<file path="config.mk">
export PLATFORM = sky130hd
export DESIGN_NAME = fvcw_sqrt_cell
export DESIGN_NICKNAME = d
export VERILOG_FILES = /design/src/rtl/fvcw_pkg.sv /design/src/rtl/fvcw_sqrt_cell.sv
export SDC_FILE = /design/constraint.sdc
export NUM_CORES = 1
export LEC_CHECK = 0
export BUFFER_PORTS_ARGS = -buffer_cell sky130_fd_sc_hd__clkbuf_2
export CAP_MARGIN = 10
export CORE_AREA = 2 2 131 133
export DETAILED_ROUTE_END_ITERATION = 6
export DIE_AREA = 0 0 133 135
export PLACE_DENSITY_LB_ADDON = 0.25
export SYNTH_ARGS = -nofsm -noshare
export SYNTH_HDL_FRONTEND = slang
export SYNTH_SLANG_ARGS = --single-unit
</file>
<file path="constraint.sdc">
create_clock -name clk -period 0.9 [get_ports clk]
set_input_delay 0.18 -clock clk [delete_from_list [all_inputs] [get_ports clk]]
set_output_delay 0.18 -clock clk [all_outputs]
set_load 0.005 [all_outputs]
</file>
<file path="src/rtl/fvcw_pkg.sv">
// Shared types, constants and the color wheel lookup for the flow color coder.
// Used by every cell module and by the top level; depends on nothing.
`default_nettype none

package fvcw_pkg;

    localparam int FLOW_FRAC_BITS = 8;
    localparam int WHEEL_ENTRIES  = 55;
    localparam int CORDIC_STEPS   = 15;
    localparam int SQRT_STEPS     = 24;
    localparam int QUO_BITS       = 8;
    localparam int MAG_W          = 24;
    localparam int LIM_W          = 16 + FLOW_FRAC_BITS;
    localparam int NUM_W          = 32;
    localparam int BLEND_W        = 24;

    localparam logic [15:0] ATAN_TURNS [CORDIC_STEPS] = '{
        16'd8192, 16'd4836, 16'd2555, 16'd1297, 16'd651, 16'd326, 16'd163, 16'd81,
        16'd41, 16'd20, 16'd10, 16'd5, 16'd3, 16'd1, 16'd1
    };

    localparam logic [7:0] RAMP6 [6]   = '{8'd0, 8'd42, 8'd85, 8'd127, 8'd170, 8'd212};
    localparam logic [7:0] RAMP4 [4]   = '{8'd0, 8'd63, 8'd127, 8'd191};
    localparam logic [7:0] RAMP11 [11] = '{
        8'd0, 8'd23, 8'd46, 8'd69, 8'd92, 8'd115, 8'd139, 8'd162, 8'd185, 8'd208, 8'd231
    };
    localparam logic [7:0] RAMP13 [13] = '{
        8'd0, 8'd19, 8'd39, 8'd58, 8'd78, 8'd98, 8'd117, 8'd137, 8'd156, 8'd176,
        8'd196, 8'd215, 8'd235
    };

    typedef struct packed {
        logic signed [15:0] flow_x;
        logic signed [15:0] flow_y;
        logic               flow_valid;
    } fvcw_vec_t;

    typedef struct packed {
        logic [7:0] blue;
        logic [7:0] green;
        logic [7:0] red;
    } fvcw_rgb_t;

    typedef struct packed {
        logic               fv;
        logic               axis;
        logic signed [26:0] cx;
        logic signed [26:0] cy;
        logic [15:0]        acc;
        logic [47:0]        op;
        logic [24:0]        rem;
        logic [MAG_W-1:0]   root;
    } fvcw_lane_t;

    // channel index 0 red, 1 green, 2 blue
    typedef struct packed {
        logic                  fv;
        logic                  inr;
        logic [2:0][NUM_W-1:0] num;
        logic [2:0][7:0]       quo;
        logic [2:0][7:0]       alt;
    } fvcw_div_t;

    function automatic logic [2:0][7:0] wheel_rgb(input logic [5:0] k);
        logic [2:0][7:0] c;
        logic [5:0]      i;
        c = '0;
        i = '0;
        if (k < 6'd15)
        begin
            i    = k;
            c[0] = 8'd255;
            c[1] = 8'(i) * 8'd17;
            c[2] = 8'd0;
        end
        else if (k < 6'd21)
        begin
            i    = k - 6'd15;
            c[0] = 8'd255 - RAMP6[i[2:0]];
            c[1] = 8'd255;
            c[2] = 8'd0;
        end
        else if (k < 6'd25)
        begin
            i    = k - 6'd21;
            c[0] = 8'd0;
            c[1] = 8'd255;
            c[2] = RAMP4[i[1:0]];
        end
        else if (k < 6'd36)
        begin
            i    = k - 6'd25;
            c[0] = 8'd0;
            c[1] = 8'd255 - RAMP11[i[3:0]];
            c[2] = 8'd255;
        end
        else if (k < 6'd49)
        begin
            i    = k - 6'd36;
            c[0] = RAMP13[i[3:0]];
            c[1] = 8'd0;
            c[2] = 8'd255;
        end
        else
        begin
            i    = k - 6'd49;
            c[0] = 8'd255;
            c[1] = 8'd0;
            c[2] = 8'd255 - RAMP6[i[2:0]];
        end
        return c;
    endfunction

endpackage

`default_nettype wire

</file>
<file path="src/rtl/fvcw_sqrt_cell.sv">
// One result bit of the magnitude square root, digit by digit.
// Depends on fvcw_pkg.
`default_nettype none

module fvcw_sqrt_cell
    import fvcw_pkg::*;
(
    input  wire logic       clk,
    input  wire logic       rst_n,
    input  wire logic       en,
    input  wire logic       up_vld,
    input  wire fvcw_lane_t up_lane,
    output logic            dn_vld,
    output fvcw_lane_t      dn_lane
);

    logic        vld_reg;
    fvcw_lane_t  lane_reg;
    fvcw_lane_t  lane_next;
    logic [26:0] rem_t;
    logic [26:0] trial;

    always_comb
    begin
        rem_t     = {up_lane.rem, up_lane.op[47:46]};
        trial     = {1'b0, up_lane.root, 2'b01};
        lane_next = up_lane;
        lane_next.op = {up_lane.op[45:0], 2'b00};
        if (rem_t >= trial)
        begin
            lane_next.rem  = 25'(rem_t - trial);
            lane_next.root = {up_lane.root[MAG_W-2:0], 1'b1};
        end
        else
        begin
            lane_next.rem  = rem_t[24:0];
            lane_next.root = {up_lane.root[MAG_W-2:0], 1'b0};
        end
    end

    always_ff @(posedge clk or negedge rst_n)
    begin
        if (!rst_n)
            vld_reg <= 1'b0;
        else if (en)
            vld_reg <= up_vld;
    end

    always_ff @(posedge clk)
    begin
        if (en)
            lane_reg <= lane_next;
    end

    assign dn_vld  = vld_reg;
    assign dn_lane = lane_reg;

endmodule

`default_nettype wire

</file>
# Yosys cells after proc, flatten, opt, wreduce, memory -nomap -nowiden
# Index checks and enable logic that the tools add are counted.
# W data, S select, Z words.
# classes
add_sub_neg	1
magnitude_cmp	1
n_mux	1
# op_table
op	n
$mux W49	1
$ge A27 B26 Y1	1
$sub A25 B25 Y25	1
# totals
reg_bits	168
in_bits	173
out_inout_bits	170
elab_cells	12

# Depth between registers and ports, before layout
# depth
depth_word	2
ltp_mapped	11
ltp_nobuf	9

# Worst setup path before layout
# OpenSTA, ideal clock, no wires.
# synth_timing
path_kind	input-to-reg
start	in up_lane[1] (netlist bit)
end	reg lane_reg, in the netlist dn_lane[31], data pin
setup_time_ns	0.260
arrival_time_ns	2.350
required_ns	0.640
slack_ns	-1.711
cell_stages	10
path_buffers	1
path_cell_list	inv_1 -> ha_1 -> nor3_1 -> a211oi_2 -> a21oi_2 -> nor3_4 -> a311oi_4 -> o31ai_4 -> buf_6 -> mux2_4
# synth_rtl
element	line	rtl
start: declaration	fvcw_sqrt_cell.sv:12	input wire fvcw_lane_t up_lane,
end signal: assignment	fvcw_sqrt_cell.sv:52	lane_reg <= lane_next;
end: declaration	fvcw_sqrt_cell.sv:18	fvcw_lane_t lane_reg;

==> results.sh <==
export IMPL_synthFlopType="edfxtp_1"
export IMPL_wl_um=24600
export IMPL_yosysWarnings=0
export IMPL_gp_congestion=0.884
export IMPL_critPathCaptureType="flip-flop"
export IMPL_post_route_cells_drive_above_1_share=0.550
export IMPL_vias_per_cell=4.86
export IMPL_clk_path_buf_depth=2
export IMPL_pwr_share_clk=0.336
export IMPL_fin_area_mm2=0.0125
export IMPL_grt_overflow=0
export IMPL_crit_path_top_delay_cell="mux2_4"
export IMPL_place_ws_ns=-1.69
export IMPL_pwr_share_seq=0.448
export IMPL_yosysSeqAreaShare=0.726
export IMPL_hold_path_class="in -> reg"
export IMPL_port_buffers=340
export IMPL_slew_violations=0
export IMPL_finalSetupTns_ns=-62.48
export IMPL_synth_edf_count=167
export IMPL_critPathBufInv=4
export IMPL_htree_num_levels=4
export IMPL_worstPathCellList="clkbuf_16, inv_8, ha_4, o21ai_4, a211oi_4, a21oi_2, nor3_4, a311oi_4, o31ai_4, buf_4, buf_12, mux2_4"
export IMPL_hold_viol_final=0
export IMPL_fin_cells=1288
export IMPL_drcViolationCount=0
export IMPL_place_inst=1098
export IMPL_fin_ws_ns=-1.18
export IMPL_maxCapViolations=0
export IMPL_grt_pass1_wl_um=36200
export IMPL_yosys_area_top_type="edfxtp_1"
export IMPL_grt_max_degree=24
export IMPL_path_clk_slew_ns=0.07
export IMPL_coreArea_mm2=0.0164
export IMPL_detail_route_wl_per_cell_um=19.1
export IMPL_peakVddDrop_uv=1290
export IMPL_power_density_mw_per_mm2=1740
export IMPL_violations="setup timing"
export IMPL_num_vias=6265
export IMPL_first_iter_violations=433
export IMPL_yosysMostFrequentCell="edfxtp_1"
export IMPL_synth_area_leaders="edfxtp_1 (72%), ha_1 (4.7%), mux2_4 (2.2%)"
export IMPL_worstPathRequired_ns=1.07
export IMPL_dp_hpwl_um=16400
export IMPL_ys_seq_elements=168
export IMPL_rows=47
export IMPL_crit_arrival_ns=2.25
export IMPL_fin_hold_ws_ns=0.0398
export IMPL_p_leak_nw=5.70
export IMPL_worst_clock_skew_ns=0
export IMPL_netlist_instances=427
export IMPL_fin_crit_sh=2.31
export IMPL_initial_utilization=0.423
export IMPL_worstSetupStartpointType="input port"
export IMPL_syn_avg_cell_area_um2=16.3
export IMPL_grt_pass1_vias=6710
export IMPL_detail_route_first_pass_iterations=4
export IMPL_tritoncts="yes"
export IMPL_synth_top_cell_area_share=0.723
export IMPL_path_delay_family="compound AO/OA/AOI/OAI gates"
export IMPL_synth_cells_most_frequent="edfxtp_1 (167), inv_1 (32), ha_1 (26), a21oi_1 (20), nand2_1 (19)"
export IMPL_areaGrowthSynthToFinish_pct=79.6
export IMPL_fill_cells=1009
export IMPL_fin_nets=1250
export IMPL_grt_usage=0.268
export IMPL_rsz0062_at_grt="yes"
export IMPL_ant_nets=0
export IMPL_fmax_ghz=0.481
export IMPL_synthArstFlopShare=0.00595
export IMPL_fin_crit_ns=2.08
export IMPL_outcome="finished with violations"
export IMPL_place_area_mm2=0.0100
export IMPL_p_int_mw=15.9
export IMPL_cts_made_buffers=17
export IMPL_crit_type="in -> reg"
export IMPL_ios=343
export IMPL_numClockSinks=168
export IMPL_synth_distinct_cells=56
export IMPL_die_area_mm2=0.0180
export IMPL_cp_startpoint="up_lane[0]"
export IMPL_min_delay_start="up_lane[10]"
export IMPL_antenna_found_initial=4
export IMPL_dieHeight_um=135
export IMPL_clk_latency_ns=0.42
export IMPL_clock_root_buffer="clkbuf_16"
export IMPL_p_sw_mw=5.76
export IMPL_critPathMaxFanout=7
export IMPL_slowest_delay_ns=0.30
export IMPL_swShare=0.266
export IMPL_die_w_um=133
export IMPL_timing_rr_start="dn_vld"
export IMPL_p_comb_frac=0.216
export IMPL_syn_area_mm2=0.00694
export IMPL_setup_violations_final=194
==> through the flow <==
stage,util,power [mW]
final,0.760,21.6
after floorplan,-,11.3
after global placement,0.611,13.4
after CTS,0.755,21.5
after global routing,0.760,22.5
after detailed placement,0.611,13.5
==> flip-flops by register name (all words and copies together) (netlist names) <==
register and flops:
dn_lane 167, dn_vld 1
==> final timing paths <==
kind | endpoint | slack, ns | depth (start not counted)
min reg2reg | dn_vld | 0.61 | 2
min in group asynchronous | dn_vld | 0.06 | 2
max | dn_lane[45] | -1.18 | 12
max in group asynchronous | dn_vld | 0.76 | 2
min | dn_lane[11] | 0.04 | 2
max reg2reg | dn_vld | 0.03 | 2
==> per-layer routing <==
| metal | track usage | share of wire | vias to the layer above | wire (um) |
|---|---|---|---|---|
| met5 | 0 | 0 | - | 0 |
| met2 | 0.510 | 0.55 | 272 | 13500 |
| met3 | 0.0822 | 0.073 | 65 | 1800 |
| li1 | - | - | 2888 | - |
| met4 | 0.119 | 0.038 | 0 | 942 |
| met1 | 0.268 | 0.34 | 3040 | 8360 |
==> cells by family (layout without fill, tap and decap cells) <==
group | Yosys count | after routing | synth area share
AOI/OAI and AO/OA | 74 | 74 | 0.0768
xor gates and xnor gates | 20 | 20 | 0.0252
adders and majority gates | 26 | 26 | 0.0469
buffers and inverters | 44 | 680 | 0.0274
DFF | 168 | 168 | 0.726
muxes | 25 | 25 | 0.0454
other | 1 | 6 | 0.000540
and+or+nand+nor | 69 | 69 | 0.0514
==> layout make-up <==
cell class,count,area [um^2],share of cell area
Sequential cell,168,5040,0.404
Timing Repair Buffer,616,4340,0.348
Multi-Input combinational cell,216,2070,0.166
Clock buffer,17,425,0.0341
Tap cell,220,275,0.0221
Clock inverter,15,178,0.0143
Inverter,32,130,0.0104
Antenna cell,4,10.0,0.000803
==> cell usage in the layout (no fill, tap or decap), types with 13 or more instances in the layout <==
cell type	n
clkbuf_2	323
edfxtp_1	167
dlygate4sd3_1	136
buf_4	125
inv_1	24
mux2_4	21
clkbuf_16	19
nand2_1	17
xnor2_1	14
a21oi_1	13
ha_4	13
==> timing repair <==
action	CTS	global route
endpoints found under the setup margin	194	194
hold buffers	136	0
endpoints found under the hold margin	136	0
pin swaps	9	8
gates resized for setup	51	27
cloned	1	1
buffers inserted	14	5
==> power groups by stage <==
stage / clock, mW / sequential [mW] / combinational [mW]
after floorplan: 0 / 9.89 / 1.36
after global placement: 0 / 9.80 / 3.58
after detailed placement: 0 / 9.82 / 3.67
after CTS: 7.32 / 9.65 / 4.53
after global routing: 7.75 / 9.73 / 5.00
final: 7.27 / 9.68 / 4.68
Power figures use the tool's default switching activity.
