## src/rtl/fvcw_pkg.sv

```systemverilog
// Shared types, constants and the color wheel lookup for the flow color coder.
// Used by every cell module and by the top level; depends on nothing.
`default_nettype none

package fvcw_pkg;

    localparam int FLOW_FRAC_BITS = 8;
    localparam int WHEEL_ENTRIES  = 55;
    localparam int CORDIC_STEPS   = 15;
    localparam int SQRT_STEPS     = 24;
    localparam int QUO_BITS       = 8;
    localparam int MAG_W          = 24;
    localparam int LIM_W          = 16 + FLOW_FRAC_BITS;
    localparam int NUM_W          = 32;
    localparam int BLEND_W        = 24;

    localparam logic [15:0] ATAN_TURNS [CORDIC_STEPS] = '{
        16'd8192, 16'd4836, 16'd2555, 16'd1297, 16'd651, 16'd326, 16'd163, 16'd81,
        16'd41, 16'd20, 16'd10, 16'd5, 16'd3, 16'd1, 16'd1
    };

    localparam logic [7:0] RAMP6 [6]   = '{8'd0, 8'd42, 8'd85, 8'd127, 8'd170, 8'd212};
    localparam logic [7:0] RAMP4 [4]   = '{8'd0, 8'd63, 8'd127, 8'd191};
    localparam logic [7:0] RAMP11 [11] = '{
        8'd0, 8'd23, 8'd46, 8'd69, 8'd92, 8'd115, 8'd139, 8'd162, 8'd185, 8'd208, 8'd231
    };
    localparam logic [7:0] RAMP13 [13] = '{
        8'd0, 8'd19, 8'd39, 8'd58, 8'd78, 8'd98, 8'd117, 8'd137, 8'd156, 8'd176,
        8'd196, 8'd215, 8'd235
    };

    typedef struct packed {
        logic signed [15:0] flow_x;
        logic signed [15:0] flow_y;
        logic               flow_valid;
    } fvcw_vec_t;

    typedef struct packed {
        logic [7:0] blue;
        logic [7:0] green;
        logic [7:0] red;
    } fvcw_rgb_t;

    typedef struct packed {
        logic               fv;
        logic               axis;
        logic signed [26:0] cx;
        logic signed [26:0] cy;
        logic [15:0]        acc;
        logic [47:0]        op;
        logic [24:0]        rem;
        logic [MAG_W-1:0]   root;
    } fvcw_lane_t;

    // channel index 0 red, 1 green, 2 blue
    typedef struct packed {
        logic                  fv;
        logic                  inr;
        logic [2:0][NUM_W-1:0] num;
        logic [2:0][7:0]       quo;
        logic [2:0][7:0]       alt;
    } fvcw_div_t;

    function automatic logic [2:0][7:0] wheel_rgb(input logic [5:0] k);
        logic [2:0][7:0] c;
        logic [5:0]      i;
        c = '0;
        i = '0;
        if (k < 6'd15)
        begin
            i    = k;
            c[0] = 8'd255;
            c[1] = 8'(i) * 8'd17;
            c[2] = 8'd0;
        end
        else if (k < 6'd21)
        begin
            i    = k - 6'd15;
            c[0] = 8'd255 - RAMP6[i[2:0]];
            c[1] = 8'd255;
            c[2] = 8'd0;
        end
        else if (k < 6'd25)
        begin
            i    = k - 6'd21;
            c[0] = 8'd0;
            c[1] = 8'd255;
            c[2] = RAMP4[i[1:0]];
        end
        else if (k < 6'd36)
        begin
            i    = k - 6'd25;
            c[0] = 8'd0;
            c[1] = 8'd255 - RAMP11[i[3:0]];
            c[2] = 8'd255;
        end
        else if (k < 6'd49)
        begin
            i    = k - 6'd36;
            c[0] = RAMP13[i[3:0]];
            c[1] = 8'd0;
            c[2] = 8'd255;
        end
        else
        begin
            i    = k - 6'd49;
            c[0] = 8'd255;
            c[1] = 8'd0;
            c[2] = 8'd255 - RAMP6[i[2:0]];
        end
        return c;
    endfunction

endpackage

`default_nettype wire

```

## src/rtl/fvcw_cordic_cell.sv

```systemverilog
// One vectoring rotation of the angle chain: rotate toward the x axis, update phase.
// Depends on fvcw_pkg.
`default_nettype none

module fvcw_cordic_cell
    import fvcw_pkg::*;
#(
    parameter int STEP = 0
)
(
    input  wire logic       clk,
    input  wire logic       rst_n,
    input  wire logic       en,
    input  wire logic       up_vld,
    input  wire fvcw_lane_t up_lane,
    output logic            dn_vld,
    output fvcw_lane_t      dn_lane
);

    logic               vld_reg;
    fvcw_lane_t         lane_reg;
    fvcw_lane_t         lane_next;
    logic signed [26:0] xs;
    logic signed [26:0] ys;

    always_comb
    begin
        xs        = up_lane.cx >>> STEP;
        ys        = up_lane.cy >>> STEP;
        lane_next = up_lane;
        if (up_lane.cy > 27'sd0)
        begin
            lane_next.cx  = up_lane.cx + ys;
            lane_next.cy  = up_lane.cy - xs;
            lane_next.acc = up_lane.acc + ATAN_TURNS[STEP];
        end
        else
        begin
            lane_next.cx  = up_lane.cx - ys;
            lane_next.cy  = up_lane.cy + xs;
            lane_next.acc = up_lane.acc - ATAN_TURNS[STEP];
        end
    end

    always_ff @(posedge clk or negedge rst_n)
    begin
        if (!rst_n)
            vld_reg <= 1'b0;
        else if (en)
            vld_reg <= up_vld;
    end

    always_ff @(posedge clk)
    begin
        if (en)
            lane_reg <= lane_next;
    end

    assign dn_vld  = vld_reg;
    assign dn_lane = lane_reg;

endmodule

`default_nettype wire

```

## config.mk

```make
export PLATFORM = sky130hd
export DESIGN_NAME = fvcw_cordic_cell
export DESIGN_NICKNAME = d
export VERILOG_FILES = /design/src/rtl/fvcw_pkg.sv /design/src/rtl/fvcw_cordic_cell.sv
export SDC_FILE = /design/constraint.sdc
export NUM_CORES = 1
export LEC_CHECK = 0
export BUFFER_PORTS_ARGS = -buffer_cell sky130_fd_sc_hd__buf_4
export CELL_PAD_IN_SITES_DETAIL_PLACEMENT = 1
export CELL_PAD_IN_SITES_GLOBAL_PLACEMENT = 2
export CORE_ASPECT_RATIO = 2
export CORE_MARGIN = 4
export CORE_UTILIZATION = 35
export CTS_BUF_LIST = sky130_fd_sc_hd__clkbuf_4 sky130_fd_sc_hd__clkbuf_8
export CTS_CLUSTER_DIAMETER = 150
export DETAILED_ROUTE_END_ITERATION = 8
export PLACE_DENSITY = 0.86
export RECOVER_POWER = 100
export SYNTH_ARGS = -nofsm -noshare
export SYNTH_HDL_FRONTEND = slang
export SYNTH_SLANG_ARGS = --single-unit
```

## constraint.sdc

```tcl
create_clock -name clk -period 1.1 [get_ports clk]
set_clock_uncertainty 0.05 [all_clocks]
set_input_delay 0.055 -clock clk [delete_from_list [all_inputs] [get_ports clk]]
set_output_delay 0.055 -clock clk [all_outputs]
set_load 0.02 [all_outputs]
```

* Word level (Yosys, flattened, before mapping) *
Index checks and enable logic that the tools add are counted.

word-level totals
  register bits = 170
  bits of input ports = 173
  output and inout port bits = 170
  logic and storage cells = 16

cells by class
  $add $sub $neg = 5
  $lt $le $gt $ge = 1
  muxes and demuxes = 1

operator list
  kind                                                                               number
  70-bit two-way mux                                                                 1
  27-bit subtractor                                                                  2
  27-bit adder                                                                       1
  27-bit by 1-bit greater-than comparator with 1-bit output (second input constant)  1
  16-bit by 14-bit adder with 16-bit output (second input constant)                  1
  16-bit by 14-bit subtractor with 16-bit output (second input constant)             1

* Depth between registers and ports, before layout *
  depth after elaboration = 2
  gate-level depth with buffers = 11
  mapped depth without buffers = 11

* Worst setup path after synthesis *
No wires, ideal clock.

  kind = in2reg
  from = input port up_lane[113] (netlist name)
  to = register lane_reg (netlist bit dn_lane[135]), data pin
  library setup time = 0.267 ns
  arrival time = 2.396 ns
  data required time = 0.783 ns
  slack = -1.613 ns
  stages on the path = 11
  path buffers = 0
  path through = ha_1 > inv_1 > fa_1 > o21bai_4 > a2111oi_1 > or4b_1 > and3b_4 > o41ai_4 > a41oi_1 > a22oi_2 > xnor2_1

RTL lines
  what                  line                    RTL
  from (decl)           fvcw_cordic_cell.sv:15  input wire fvcw_lane_t up_lane,
  to (signal assigned)  fvcw_cordic_cell.sv:56  lane_reg <= lane_next;
  to (decl)             fvcw_cordic_cell.sv:21  fvcw_lane_t lane_reg;

==> flow_summary.yaml <==
outcome:
  result_of_the_run: "finished with violations"
  violations: "hold timing, setup timing"
synth:
  synth_async_sr_flop_share_pct: 0.5917
  post_synthesis_net_count: 1163
  synth.cells.most_frequent: "edfxtp_1 (168), ha_1 (87), inv_1 (82), a21oi_1 (78), nor2_1 (77)"
  area_fraction_of_the_dominant_cell_type_after_synthesis_pct: 50.88
  syn-cell-area_mm2: 0.009915
  syn-instance-count: 899
  synth.most_common_cell: "edfxtp_1"
  ys_top_cells_by_area: "edfxtp_1 (51%), ha_1 (11%), xnor2_1 (4.2%), a21oi_1 (3.9%), inv_1 (3.1%)"
  synth-seq-cells: 169
  yosysTopAreaCell: "edfxtp_1"
  synth_ff_type: "edfxtp_1"
  yosysUniqueCellTypes: 75
  yosys_warnings: 0
  synth_edf_count: 168
  mean_instance_size_in_the_synthesized_netlist_um2: 11.03
  yosysSeqAreaShare_pct: 51.14
clocking:
  clock_path_buffers: 2
  cts_tree: "yes"
  htree_levels: 4
  cts.root.buffer_cell: "clkbuf_8"
  postCtsHoldBufs: 119
  cts_sinks: 169
  cts_made_buffers: 17
  clock_latency_ps: 530
  cts.clk_slew.worst_paths_ps: 140
min_path:
  min_path_cells: 2
  min-delay-path-class: "input pin to register"
  hold_start: "up_lane[111]"
  holdPathEnd: "dn_lane[111]"
die:
  core_area_mm2: 0.02776
  boundaryPins: 343
  die_area_mm2: 0.03125
  die-height_um: 246.0
  placementRows: 86
  fp.dieW_um: 127.0
  initial_utilization_pct: 35.71
critical_path:
  crit_fanout: 11
  data_required_time_at_the_worst_endpoint_ps: 1360
  rr_worst_depth: 2
  r2r_end: "dn_vld"
  timing.critical_path.arrival_ps: 2980
  worst_r2r_startpoint: "dn_vld"
  timing.critical_path.from_type: "input pin"
  critPathKind: "input pin to register"
  reg2reg_setup_slack_ps: 80
  endpoint_kind: "register"
route:
  drc_errors: 0
  route.detailed.wl_per_inst_um: 38.34
  postRouteWirelength_um: 80290
  antenna_left: 0
  vias: 13200
  detail_route.first_pass.iterations: 5
  drt_iter0_markers: 1723
  route.detailed.vias_per_inst: 6.304
placed_design:
  post_detailed_placement_half_perimeter_wirelength_um: 39970
  numPortBuffers: 342
  place_area_mm2: 0.01540
  gp_congestion: 0.9510
  dpl.cell_count: 1864
power_and_ir_drop:
  power.combinational.fraction_pct: 44.2
  power_switching_share_pct: 41.50
  switchingPower_uw: 10430
  internal-power_uw: 14710
  clock_power_share_pct: 21.6
  sequentialPowerShare_pct: 34.2
  power.total_uw: 25150
  power.ir.vdd_worst_uv: 901.2
  leakagePower_uw: 0.008685
  power.density_cell_area_mw_per_mm2: 1258
sta:
  worst-slew-pin-transition_ps: 809.4
  fin_hold_ws_ps: -44.49
  final_min_period_over_clock_period_pct: 247.1
  setup_viol: 390
  finalHoldViolCount: 1
  slew_headroom_pct: 45.90
  timing_max_transition_violations_final: 0
  grt_setup_unrepaired: "true"
  worst_slack_ps: -1619
  fmax_ghz: 0.3678
  layout_min_cycle_time_ps: 2719
final_layout:
  layout.core_utilization_pct: 71.98
  instances_no_fill: 2094
  design.final.nets: 1984
  layout-drive-gt1-share_pct: 56.20
  syn2layout_area_growth_pct: 101.5
  postLayoutCellArea_mm2: 0.01998
global_route:
  gr-usage-all-layers_pct: 42.77
  vias_in_the_first_global_route: 13230
  globalRouteOverflowTotal: 0
  grt_pass1_wl_um: 95970
  grt_max_degree: 45
  antenna_found_initial: 10
run:
  maxCapViolCount: 0
-- worst max-delay path, cell delays in order --
cell     delay (ps)
buf_4           130
inv_2           160
ha_4            270
buf_12          160
nor2_2          180
nand2_1         160
or4b_4          560
and3b_4         240
o41ai_4         270
buf_6           200
a41oi_4         140
a22oi_2         230
xnor2_1         220
-- registers in the layout (all words and copies together) (netlist names) --
signal / count
dn_vld: 1
dn_lane: 168
-- power by group through the flow --
stage	registers [µW]	clock network (µW)	logic, µW
finish	8600	5430	11100
global placement	8310	0	7140
global route	8600	5530	11200
detailed placement	8360	0	7330
floorplan	9190	0	2310
CTS	8360	4540	8950
-- worst max path at each step --
stage	start	endpoint	slack [ps]	cells after the start
floorplan	up_lane[113]	dn_lane[135]	-1390	11
global placement	up_lane[114]	dn_lane[136]	-1950	11
detailed placement	up_lane[114]	dn_lane[136]	-2020	13
CTS	up_lane[113]	dn_lane[135]	-1210	13
global route	up_lane[130]	dn_lane[162]	-1640	13
finish	up_lane[124]	dn_lane[135]	-1620	13
-- per-layer routing --
layer	wire [µm]	GRT usage [%]
met4	9380	29.66
met2	36690	73.19
met3	9308	11.37
met5	14	0
met1	24890	45.19
-- stage by stage --
stage / setup TNS [ps] / setup slack [ps]
floorplan: -47150 / -1394
global placement: -80320 / -1953
detailed placement: -83480 / -2022
CTS: -56570 / -1212
global route: -100240 / -1645
finish: -103360 / -1619
-- area by class of cell --
class / count / area [µm²]
flip-flops and latches: 169 / 5070
inverters: 84 / 352.8
repair buffers: 840 / 7610
diodes: 9 / 22.52
clock inverters: 15 / 153.9
well taps: 352 / 440.4
fillers: 2719 / 7780
multi-input cells: 608 / 6098
clock buffers: 17 / 234.0
-- cell usage in the layout, fill, tap and decap left out, drive strengths merged, types with 16 or more instances in the layout --
| cell type | synthesis | final |
|---|---|---|
| a21o | 19 | 19 |
| xnor2 | 47 | 47 |
| buf | 14 | 606 |
| o21bai | 18 | 18 |
| nor3 | 16 | 16 |
| inv | 82 | 89 |
| clkbuf | 24 | 132 |
| o21ai | 37 | 37 |
| dlygate4sd3 | 0 | 119 |
| a21oi | 78 | 78 |
| nand3 | 18 | 18 |
| ha | 87 | 87 |
| nor2 | 79 | 79 |
| nand2 | 42 | 42 |
| edfxtp | 168 | 168 |
-- kinds of logic (layout without fill, tap and decap cells) --
group / after synthesis / in the layout / synth area share, %
simple gates: 216 / 216 / 10.59
xor+xnor: 50 / 50 / 4.417
compound gates: 242 / 242 / 16.29
flops: 169 / 169 / 51.14
other cells: 0 / 9 / 0
buf+inv: 122 / 956 / 4.846
mux: 9 / 9 / 0.9339
fa+ha+maj: 91 / 91 / 11.79
-- repair_timing --
item,in CTS,in global routing
setup buffers,34,57
gates resized for setup,380,175
hold endpoints to repair,145,1
pin swaps,69,97
cloned,1,0
setup endpoints to repair,224,224
Power figures use the tool's default switching activity.
