**config.mk**
```make
export PLATFORM = sky130hd
export DESIGN_NAME = fvcw_div_cell
export DESIGN_NICKNAME = d
export VERILOG_FILES = /design/src/rtl/fvcw_pkg.sv /design/src/rtl/fvcw_div_cell.sv
export SDC_FILE = /design/constraint.sdc
export NUM_CORES = 1
export LEC_CHECK = 0
export ABC_CLOCK_PERIOD_IN_PS = 1100
export BUFFER_PORTS_ARGS = -buffer_cell sky130_fd_sc_hd__buf_2
export CAP_MARGIN = 25
export CORE_AREA = 2 2 138 140
export CTS_BUF_LIST = sky130_fd_sc_hd__clkbuf_8
export CTS_CLUSTER_DIAMETER = 200
export CTS_CLUSTER_SIZE = 25
export DETAILED_ROUTE_END_ITERATION = 10
export DIE_AREA = 0 0 140 142
export HOLD_SLACK_MARGIN = 0.06
export PLACE_DENSITY = 0.82
export SETUP_SLACK_MARGIN = 0.15
export SLEW_MARGIN = 20
export SYNTH_ARGS = -nofsm -noshare
export SYNTH_HDL_FRONTEND = slang
export SYNTH_SLANG_ARGS = --single-unit
```
**constraint.sdc**
```tcl
create_clock -name clk -period 1.1 [get_ports clk]
set_clock_uncertainty 0.2 [all_clocks]
set_input_delay 0.055 -clock clk [delete_from_list [all_inputs] [get_ports clk]]
set_output_delay 0.055 -clock clk [all_outputs]
set_load 0.005 [all_outputs]
```
**src/rtl/fvcw_pkg.sv**
```systemverilog
// Shared types, constants and the color wheel lookup for the flow color coder.
// Used by every cell module and by the top level; depends on nothing.
`default_nettype none

package fvcw_pkg;

    localparam int FLOW_FRAC_BITS = 8;
    localparam int WHEEL_ENTRIES  = 55;
    localparam int CORDIC_STEPS   = 15;
    localparam int SQRT_STEPS     = 24;
    localparam int QUO_BITS       = 8;
    localparam int MAG_W          = 24;
    localparam int LIM_W          = 16 + FLOW_FRAC_BITS;
    localparam int NUM_W          = 32;
    localparam int BLEND_W        = 24;

    localparam logic [15:0] ATAN_TURNS [CORDIC_STEPS] = '{
        16'd8192, 16'd4836, 16'd2555, 16'd1297, 16'd651, 16'd326, 16'd163, 16'd81,
        16'd41, 16'd20, 16'd10, 16'd5, 16'd3, 16'd1, 16'd1
    };

    localparam logic [7:0] RAMP6 [6]   = '{8'd0, 8'd42, 8'd85, 8'd127, 8'd170, 8'd212};
    localparam logic [7:0] RAMP4 [4]   = '{8'd0, 8'd63, 8'd127, 8'd191};
    localparam logic [7:0] RAMP11 [11] = '{
        8'd0, 8'd23, 8'd46, 8'd69, 8'd92, 8'd115, 8'd139, 8'd162, 8'd185, 8'd208, 8'd231
    };
    localparam logic [7:0] RAMP13 [13] = '{
        8'd0, 8'd19, 8'd39, 8'd58, 8'd78, 8'd98, 8'd117, 8'd137, 8'd156, 8'd176,
        8'd196, 8'd215, 8'd235
    };

    typedef struct packed {
        logic signed [15:0] flow_x;
        logic signed [15:0] flow_y;
        logic               flow_valid;
    } fvcw_vec_t;

    typedef struct packed {
        logic [7:0] blue;
        logic [7:0] green;
        logic [7:0] red;
    } fvcw_rgb_t;

    typedef struct packed {
        logic               fv;
        logic               axis;
        logic signed [26:0] cx;
        logic signed [26:0] cy;
        logic [15:0]        acc;
        logic [47:0]        op;
        logic [24:0]        rem;
        logic [MAG_W-1:0]   root;
    } fvcw_lane_t;

    // channel index 0 red, 1 green, 2 blue
    typedef struct packed {
        logic                  fv;
        logic                  inr;
        logic [2:0][NUM_W-1:0] num;
        logic [2:0][7:0]       quo;
        logic [2:0][7:0]       alt;
    } fvcw_div_t;

    function automatic logic [2:0][7:0] wheel_rgb(input logic [5:0] k);
        logic [2:0][7:0] c;
        logic [5:0]      i;
        c = '0;
        i = '0;
        if (k < 6'd15)
        begin
            i    = k;
            c[0] = 8'd255;
            c[1] = 8'(i) * 8'd17;
            c[2] = 8'd0;
        end
        else if (k < 6'd21)
        begin
            i    = k - 6'd15;
            c[0] = 8'd255 - RAMP6[i[2:0]];
            c[1] = 8'd255;
            c[2] = 8'd0;
        end
        else if (k < 6'd25)
        begin
            i    = k - 6'd21;
            c[0] = 8'd0;
            c[1] = 8'd255;
            c[2] = RAMP4[i[1:0]];
        end
        else if (k < 6'd36)
        begin
            i    = k - 6'd25;
            c[0] = 8'd0;
            c[1] = 8'd255 - RAMP11[i[3:0]];
            c[2] = 8'd255;
        end
        else if (k < 6'd49)
        begin
            i    = k - 6'd36;
            c[0] = RAMP13[i[3:0]];
            c[1] = 8'd0;
            c[2] = 8'd255;
        end
        else
        begin
            i    = k - 6'd49;
            c[0] = 8'd255;
            c[1] = 8'd0;
            c[2] = 8'd255 - RAMP6[i[2:0]];
        end
        return c;
    endfunction

endpackage

`default_nettype wire

```
**src/rtl/fvcw_div_cell.sv**
```systemverilog
// One quotient bit of the saturation scaling for all three channels.
// Depends on fvcw_pkg.
`default_nettype none

module fvcw_div_cell
    import fvcw_pkg::*;
#(
    parameter int BIT = 7
)
(
    input  wire logic             clk,
    input  wire logic             rst_n,
    input  wire logic             en,
    input  wire logic [LIM_W-1:0] lim,
    input  wire logic             up_vld,
    input  wire fvcw_div_t        up_div,
    output logic                  dn_vld,
    output fvcw_div_t             dn_div
);

    logic           vld_reg;
    fvcw_div_t      div_reg;
    fvcw_div_t      div_next;
    logic [NUM_W:0] trial;

    always_comb
    begin
        trial    = (NUM_W + 1)'(lim) << BIT;
        div_next = up_div;
        for (int ch = 0; ch < 3; ch++)
        begin
            if ({1'b0, up_div.num[ch]} >= trial)
            begin
                div_next.num[ch]      = NUM_W'({1'b0, up_div.num[ch]} - trial);
                div_next.quo[ch][BIT] = 1'b1;
            end
        end
    end

    always_ff @(posedge clk or negedge rst_n)
    begin
        if (!rst_n)
            vld_reg <= 1'b0;
        else if (en)
            vld_reg <= up_vld;
    end

    always_ff @(posedge clk)
    begin
        if (en)
            div_reg <= div_next;
    end

    assign dn_vld = vld_reg;
    assign dn_div = div_reg;

endmodule

`default_nettype wire
```
==> results.json, run 1 <==
{
  "synth_top_flop_cell": "edfxtp_1",
  "post_dp_cell_area_sq_um": 13800,
  "async_flop_share_pct": 0.680,
  "worstEpCategory": "register data pin",
  "track_usage_pct": 72.5,
  "stop_error": "[ERROR GRT-0232] Routing congestion too high. Check the congestion heatmap in the GUI.",
  "syn_area_sq_um": 9520,
  "synth_fp_nets": 1158,
  "start_util_pct": 51.6,
  "avgSynthCellArea_sq_um": 10.5,
  "crit_endpoint": "dn_div[91]$_DFFE_PP_/D",
  "cts_max_path_buffers": 2,
  "antenna_found_initial": 11,
  "grt_max_degree": 52,
  "yosys_warnings": 0,
  "haltStage": "5_1_grt",
  "place.gp.congestion": 0.968,
  "ios": 321,
  "h-tree-depth": 4,
  "clock_sinks": 147,
  "ys_ff_latch": 147,
  "synthCells": 909,
  "grt-ovfl-total": 134,
  "die_w_um": 140,
  "ys_seq_area_share_pct": 46.3,
  "numPortBuffers": 320,
  "status": "aborted with a tool error",
  "num_rows": 50,
  "clock-root-buffer": "clkbuf_8",
  "dp_hpwl_mm": 26.0,
  "ys_types": 62,
  "numCtsBuffers": 17,
  "synth_edf_count": 146,
  "die_h_um": 142
}
-- cell usage after synthesis (3+ instances only) --
| cell type | count | share of area (%) |
|---|---|---|
| a211o_1 | 4 | 0.37 |
| mux2_4 | 17 | 2.7 |
| edfxtp_1 | 146 | 46 |
| and3_1 | 5 | 0.33 |
| buf_2 | 4 | 0.21 |
| o21ai_0 | 61 | 3.2 |
| clkbuf_1 | 28 | 1.1 |
| a221oi_1 | 3 | 0.28 |
| ha_1 | 72 | 9.5 |
| fa_1 | 3 | 0.63 |
| o31ai_1 | 5 | 0.39 |
| nand2b_1 | 10 | 0.66 |
| a311oi_1 | 4 | 0.37 |
| nand3_1 | 15 | 0.79 |
| a31oi_1 | 7 | 0.46 |
| inv_1 | 42 | 1.7 |
| mux2_2 | 12 | 1.4 |
| o211ai_1 | 6 | 0.47 |
| nand2_1 | 79 | 3.1 |
| a21boi_0 | 4 | 0.32 |
| or2_2 | 3 | 0.20 |
| a21oi_1 | 86 | 4.5 |
| xnor2_1 | 34 | 3.1 |
| nor2_1 | 66 | 2.6 |
| o21bai_1 | 11 | 0.87 |
| buf_1 | 3 | 0.12 |
| a21o_1 | 28 | 2.2 |
| nor3_1 | 13 | 0.68 |
| o31a_1 | 5 | 0.46 |
| mux2i_1 | 6 | 0.63 |
| a211oi_1 | 12 | 0.95 |
| nand3b_1 | 3 | 0.24 |
| and2_1 | 3 | 0.20 |
| o21a_1 | 14 | 1.1 |
| nor2b_1 | 9 | 0.59 |
| xor2_1 | 25 | 2.3 |
| nand4_1 | 21 | 1.4 |
| nor4_1 | 5 | 0.33 |
| nor3b_1 | 3 | 0.24 |
-- logic make-up after synthesis --
| family | share of synthesized area [%] |
|---|---|
| DFF | 46.3 |
| buffers and inverters | 3.63 |
| AOI/OAI and AO/OA | 17.7 |
| muxes | 4.73 |
| and+or+nand+nor | 12.1 |
| xor gates and xnor gates | 5.43 |
| adders and majority gates | 10.1 |
-- per-stage QoR --
| step | instances | worst slack [ps] | utilization, % |
|---|---|---|---|
| after CTS | 1905 | -1360 | 89.9 |
| after detailed placement | 1714 | -2060 | 74.9 |
| after global placement | 1714 | -2020 | 74.9 |
| after floorplan | 909 | -1680 | - |
-- metal layers --
metal | overflow | GRT usage (%)
met1 | 0 | 68.9
met2 | 67 | 95.3
met3 | 2 | 50.6
met4 | 58 | 81.6
met5 | 7 | 14.8
-- what timing repair did --
| action | 4_1_cts |
|---|---|
| hold buffers | 118 |
| buffers inserted | 35 |
| gates cloned | 7 |
| endpoints found under the hold margin | 294 |
| setup endpoints to repair | 225 |
| resized for setup | 183 |
| pin swaps | 55 |
==> run 2, diff against run 1 <==
==> config.mk (replaced) <==
export PLATFORM = sky130hd
export DESIGN_NAME = fvcw_div_cell
export DESIGN_NICKNAME = d
export VERILOG_FILES = /design/src/rtl/fvcw_pkg.sv /design/src/rtl/fvcw_div_cell.sv
export SDC_FILE = /design/constraint.sdc
export NUM_CORES = 1
export LEC_CHECK = 0
export ABC_CLOCK_PERIOD_IN_PS = 1100
export BUFFER_PORTS_ARGS = -buffer_cell sky130_fd_sc_hd__buf_2
export CAP_MARGIN = 25
export CORE_AREA = 2 2 158 160
export DETAILED_ROUTE_END_ITERATION = 10
export DIE_AREA = 0 0 160 162
export PLACE_DENSITY_LB_ADDON = 0.15
export SLEW_MARGIN = 20
export SYNTH_ARGS = -nofsm -noshare
export SYNTH_HDL_FRONTEND = slang
export SYNTH_SLANG_ARGS = --single-unit
==> results.json, run 2 <==
{
  "period_share_pct": 236,
  "rsz0062_at_grt": "true",
  "wl_met3_mm": 1.73,
  "worstPathMaxFanout": 8,
  "power_density_nw_per_um2": 1200,
  "synth_fp_nets": 1158,
  "cp_slowest_cell": "or4_4",
  "required_ps": 1060,
  "grt-ovfl-total": 0,
  "finalHoldWorstSlack_ps": -182,
  "via_per_inst": 5.09,
  "avgSynthCellArea_sq_um": 10.5,
  "place.gp.congestion": 0.880,
  "ys_types": 62,
  "synth_top_flop_cell": "edfxtp_1",
  "clock-root-buffer": "clkbuf_16",
  "die-area_sq_um": 25900,
  "ys_seq_area_share_pct": 46.3,
  "synthTopCellsByCount": "146 x edfxtp_1, 86 x a21oi_1, 79 x nand2_1",
  "wl_per_cell_um": 18.8,
  "start_util_pct": 39.5,
  "drt-total-wl_mm": 38.4,
  "cp_top_family": "simple AND/OR/NAND/NOR gates",
  "drv_cap": 0,
  "routed.top_layer": "met4",
  "met2WireLength_mm": 20.0,
  "layout.cells.most_common_list": "312 x buf_2, 290 x buf_4, 146 x edfxtp_1",
  "syn2layout_area_growth_pct": 85.2,
  "finalSetupViolCount": 371,
  "largest_register_ffs": 146,
  "cpPeakStageDelay_ps": 550,
  "hold_viol": 9,
  "crit_buf_inv": 3,
  "reg2reg_slack_ps": 90,
  "dp.cells": 1818,
  "synth.area.top_cells": "edfxtp_1 46%, ha_1 9.5%, a21oi_1 4.5%",
  "syn_area_sq_um": 9520,
  "worstReg2RegEnd": "dn_vld$_DFFE_PN0P_",
  "crit_path_end": "dn_div[94]$_DFFE_PP_",
  "slew_viol_final": 0,
  "path_clk_slew_ps": 60,
  "slew_headroom_pct": 65.6,
  "fin_cells": 2045,
  "yosys_warnings": 0,
  "core_area_sq_um": 24100,
  "crit_cells": 11,
  "drt_iter0_drc": 598,
  "synthCells": 909,
  "tightest_slew_ps": 513,
  "drive_gt1_share_pct": 52.6,
  "final_util_pct": 73.1,
  "cts_max_path_buffers": 2,
  "clock_sinks": 147,
  "period_needed_ps": 2590,
  "clock_latency_ps": 420,
  "ios": 321,
  "status": "complete, but fails checks",
  "startpoint_type": "input pin",
  "die_w_um": 160,
  "r2r_cells": 1,
  "met1_length_mm": 14.9,
  "num_rows": 57,
  "firstDrtPassIters": 5,
  "die_h_um": 162,
  "power_mw": 21.1,
  "ys_ff_latch": 147,
  "h-tree-depth": 4,
  "synth_edf_count": 146,
  "track_usage_pct": 28.3,
  "cts_tree": "yes",
  "grt_pass1_wl_mm": 56.4,
  "crit_start": "lim[5]",
  "n_fill_cell": 1726,
  "r2r_start": "dn_vld$_DFFE_PN0P_",
  "drtAntennaViolNets": 0,
  "fin_ws_ps": -1490,
  "final_common_cell": "buf_2",
  "remaining_drc_errors": 0,
  "first_global_vias": 10600,
  "peakVddDrop_uv": 748,
  "dp_hpwl_mm": 25.9,
  "crit_type": "in2reg",
  "violations": "negative hold slack, negative setup slack",
  "antenna_found_initial": 9,
  "end_kind": "flip-flop",
  "yosysTopAreaCell": "edfxtp_1",
  "cp_cell_sequence": "buf_12, inv_12, ha_4, or4b_4, or4_4, a311oi_2, o21ai_1, nand3b_1, a211o_4, buf_12, mux2_4",
  "tns_ps": -156280,
  "crit_top_cell": "buf_12",
  "vias": 10400,
  "leakage_nw": 7.92,
  "crit_arrival_ps": 2560,
  "fmax_mhz": 386,
  "synth_top_area_share_pct": 46.1,
  "nets": 1947,
  "yosysMostFrequentCell": "edfxtp_1",
  "hold_class": "in2reg",
  "async_flop_share_pct": 0.680,
  "numCtsBuffers": 17,
  "numPortBuffers": 320,
  "grt_max_degree": 50
}
run 2: final cells by class:
class                      instances  area, sq um  share of cell area, %
multi-input combinational        682         5900                   33.5
sequential                       147         4410                   25.0
clock inverter                    15          165                  0.937
clock buffer                      17          425                   2.41
antenna                           10         25.0                  0.142
timing repair buffer             808         6100                   34.6
tap                              324          405                   2.30
inverter                          42          196                   1.11
run 2: per-layer routing:
layer / track usage [%] / up-vias
met5: 0 / -
met4: 14.1 / 0
met3: 4.14 / 98
met2: 51.7 / 377
met1: 32.5 / 4933
li1: - / 5000
run 2: worst min-delay path by stage:
| stage | startpoint | end | slack, ps | cells after the start |
|---|---|---|---|---|
| 6_report | up_div[55] | dn_div[55]$_DFFE_PP_ | -180 | 3 |
| 5_1_grt | up_div[55] | dn_div[55]$_DFFE_PP_ | -170 | 3 |
| 4_1_cts | up_div[55] | dn_div[55]$_DFFE_PP_ | -190 | 3 |
| 3_5_place_dp | rst_n | dn_vld$_DFFE_PN0P_ | -360 | 1 |
| 3_3_place_gp | rst_n | dn_vld$_DFFE_PN0P_ | -370 | 1 |
| 2_1_floorplan | rst_n | dn_vld$_DFFE_PN0P_ | -440 | 0 |
run 2: cells by family (layout without fill, tap and decap cells):
kind of cell             after synthesis  count (layout)  synth area share, %
AO/OA/AOI/OAI                        269             269                 17.7
XOR/XNOR                              59              59                 5.43
adder cells (fa/ha/maj)               75              75                 10.1
buffers and inverters                 80             882                 3.63
flip-flops                           147             147                 46.3
multiplexers                          35              35                 4.73
other                                  0              10                    0
AND/OR/NAND/NOR                      244             244                 12.1
run 2: power breakdown:
part	internal, mW	switching, mW
clock	3.25	2.85
sequential	7.01	0.221
combinational	4.26	3.56
total	14.5	6.63
run 2: through the flow:
stage / setup slack (ps) / instance area [sq um]
2_1_floorplan: -1680 / 9950
3_3_place_gp: -2070 / 14100
3_5_place_dp: -2120 / 14100
4_1_cts: -1520 / 17200
5_1_grt: -1580 / 17600
6_report: -1490 / 17600
run 2: timing repair:
item	in CTS	in global routing
buffers inserted	40	16
endpoints found under the hold margin	288	132
hold buffers	141	2
gates resized for setup	140	124
pin swaps	46	52
setup endpoints to repair	225	371
gates cloned	7	0
(Power assumes the default switching activity.)
==> run 3, diff against run 2 <==
--- a/config.mk
+++ b/config.mk
@@ -8,11 +8,13 @@
 export ABC_CLOCK_PERIOD_IN_PS = 1100
 export BUFFER_PORTS_ARGS = -buffer_cell sky130_fd_sc_hd__buf_2
 export CAP_MARGIN = 25
-export CORE_AREA = 2 2 158 160
+export CORE_AREA = 2 2 166 168
 export DETAILED_ROUTE_END_ITERATION = 10
-export DIE_AREA = 0 0 160 162
+export DIE_AREA = 0 0 168 170
+export MAX_ROUTING_LAYER = met4
 export PLACE_DENSITY_LB_ADDON = 0.15
 export SLEW_MARGIN = 20
 export SYNTH_ARGS = -nofsm -noshare
 export SYNTH_HDL_FRONTEND = slang
 export SYNTH_SLANG_ARGS = --single-unit
+export TNS_END_PERCENT = 100
==> results.json, run 3 (synthesized netlist as in run 2, its figures left out) <==
{
  "status": "complete, but fails checks",
  "violations": "negative hold slack, negative setup slack",
  "final_common_cell": "buf_2",
  "nets": 1949,
  "track_usage_pct": 25.8,
  "cts_max_path_buffers": 2,
  "power_mw": 21.4,
  "worstPathMaxFanout": 7,
  "peakVddDrop_uv": 893,
  "die_h_um": 170,
  "rsz0062_at_grt": "true",
  "crit_start": "up_div[92]",
  "period_share_pct": 236,
  "hold_viol": 115,
  "vias": 10200,
  "num_rows": 60,
  "layout.cells.most_common_list": "310 x buf_2, 292 x buf_4, 146 x edfxtp_1",
  "r2r_start": "dn_vld$_DFFE_PN0P_",
  "r2r_cells": 2,
  "die-area_sq_um": 28600,
  "period_needed_ps": 2600,
  "reg2reg_slack_ps": 10,
  "finalSetupViolCount": 225,
  "place.gp.congestion": 0.913,
  "hold_class": "in2reg",
  "fmax_mhz": 385,
  "slew_viol_final": 0,
  "drt_iter0_drc": 502,
  "leakage_nw": 7.97,
  "clock_latency_ps": 420,
  "crit_type": "in2reg",
  "crit_arrival_ps": 2570,
  "largest_register_ffs": 146,
  "grt_pass1_wl_mm": 54.9,
  "via_per_inst": 4.94,
  "dp_hpwl_mm": 26.7,
  "h-tree-depth": 4,
  "first_global_vias": 10200,
  "worstReg2RegEnd": "dn_vld$_DFFE_PN0P_",
  "remaining_drc_errors": 0,
  "die_w_um": 168,
  "antenna_found_initial": 6,
  "finalHoldWorstSlack_ps": -232,
  "crit_path_end": "dn_div[104]$_DFFE_PP_",
  "fin_ws_ps": -1500,
  "n_fill_cell": 2113,
  "drtAntennaViolNets": 0,
  "cts_tree": "yes",
  "drt-total-wl_mm": 37.1,
  "drive_gt1_share_pct": 53.4,
  "numPortBuffers": 320,
  "clock_sinks": 147,
  "clock-root-buffer": "clkbuf_16",
  "path_clk_slew_ps": 80,
  "required_ps": 1080,
  "drv_cap": 0,
  "syn2layout_area_growth_pct": 87.4,
  "core_area_sq_um": 26700,
  "startpoint_type": "input pin",
  "firstDrtPassIters": 7,
  "dp_slack_ps": -2190,
  "start_util_pct": 35.7,
  "grt-ovfl-total": 0,
  "end_kind": "flip-flop",
  "ios": 321,
  "power_density_nw_per_um2": 1200,
  "grt_max_degree": 39,
  "numCtsBuffers": 17,
  "wl_per_cell_um": 18.0,
  "tightest_slew_ps": 567,
  "slew_headroom_pct": 61.8
}
==> run 3: changes by cell type in the layout (fill, tap and decap cells not counted), sizes merged <==
cell / previous run / this run
inv: 49 / 48
diode: 10 / 6
bufinv: 1 / 2
dlygate4sd3: 141 / 143
==> run 3: report_power, final <==
part           switching (mW)  internal, mW
logic                    3.54          4.34
clock network            2.84          3.48
registers               0.201          7.01
total                    6.58          14.8
==> run 3: worst min path at each step <==
stage,from,slack (ps),to,depth (start not counted)
final,en,-230,dn_div[140]$_DFFE_PP_,1
after floorplan,rst_n,-440,dn_vld$_DFFE_PN0P_,0
after global routing,en,-250,dn_div[140]$_DFFE_PP_,1
after global placement,rst_n,-370,dn_vld$_DFFE_PN0P_,1
after CTS,en,-250,dn_div[137]$_DFFE_PP_,1
after detailed placement,rst_n,-370,dn_vld$_DFFE_PN0P_,1
==> run 3: what timing repair did <==
item / CTS / global route
cloned: 6 / 0
hold endpoints to repair: 284 / 145
hold buffers: 143 / 3
setup endpoints to repair: 225 / 229
gates resized for setup: 184 / 96
buffers inserted: 30 / 21
pin swaps: 55 / 42
==> run 3: worst max-delay path: stages <==
cell and delay (ps):
buf_6 110, ha_4 260, or4b_4 440, or4_4 470
a311oi_4 300, o21ai_1 110, nand3b_1 150, a211o_4 210
buf_8 160, mux2_4 300
==> run 3: layout make-up <==
cell class | count | area (sq um) | area share, %
timing repair buffer | 810 | 6160 | 34.6
multi-input combinational | 682 | 6000 | 33.7
sequential | 147 | 4410 | 24.7
tap | 341 | 427 | 2.39
clock buffer | 17 | 425 | 2.39
inverter | 42 | 200 | 1.12
clock inverter | 15 | 188 | 1.05
antenna | 6 | 15.0 | 0.0842
==> run 3: routing by layer <==
layer / track usage, % / part of all wire [%] / vias to the layer above / wire, um
met5: - / 0 / - / 0
met4: 9.15 / 2.9 / 0 / 1080
met3: 4.26 / 5.0 / 58 / 1850
met2: 46.2 / 52 / 318 / 19200
met1: 29.3 / 40 / 4794 / 15000
li1: - / - / 5001 / -
==> run 3: metrics by stage <==
stage | hold slack [ps] | cells | setup TNS [ps] | instance area (sq um) | util (%)
after floorplan | -441 | 909 | -106060 | 9950 | -
after global placement | -370 | 1830 | -140570 | 14100 | 52.8
after detailed placement | -366 | 1830 | -143020 | 14100 | 52.8
after CTS | -246 | 2039 | -121930 | 17300 | 64.9
after global routing | -248 | 2060 | -126740 | 17800 | 66.9
final | -232 | 2060 | -114460 | 17800 | 66.9
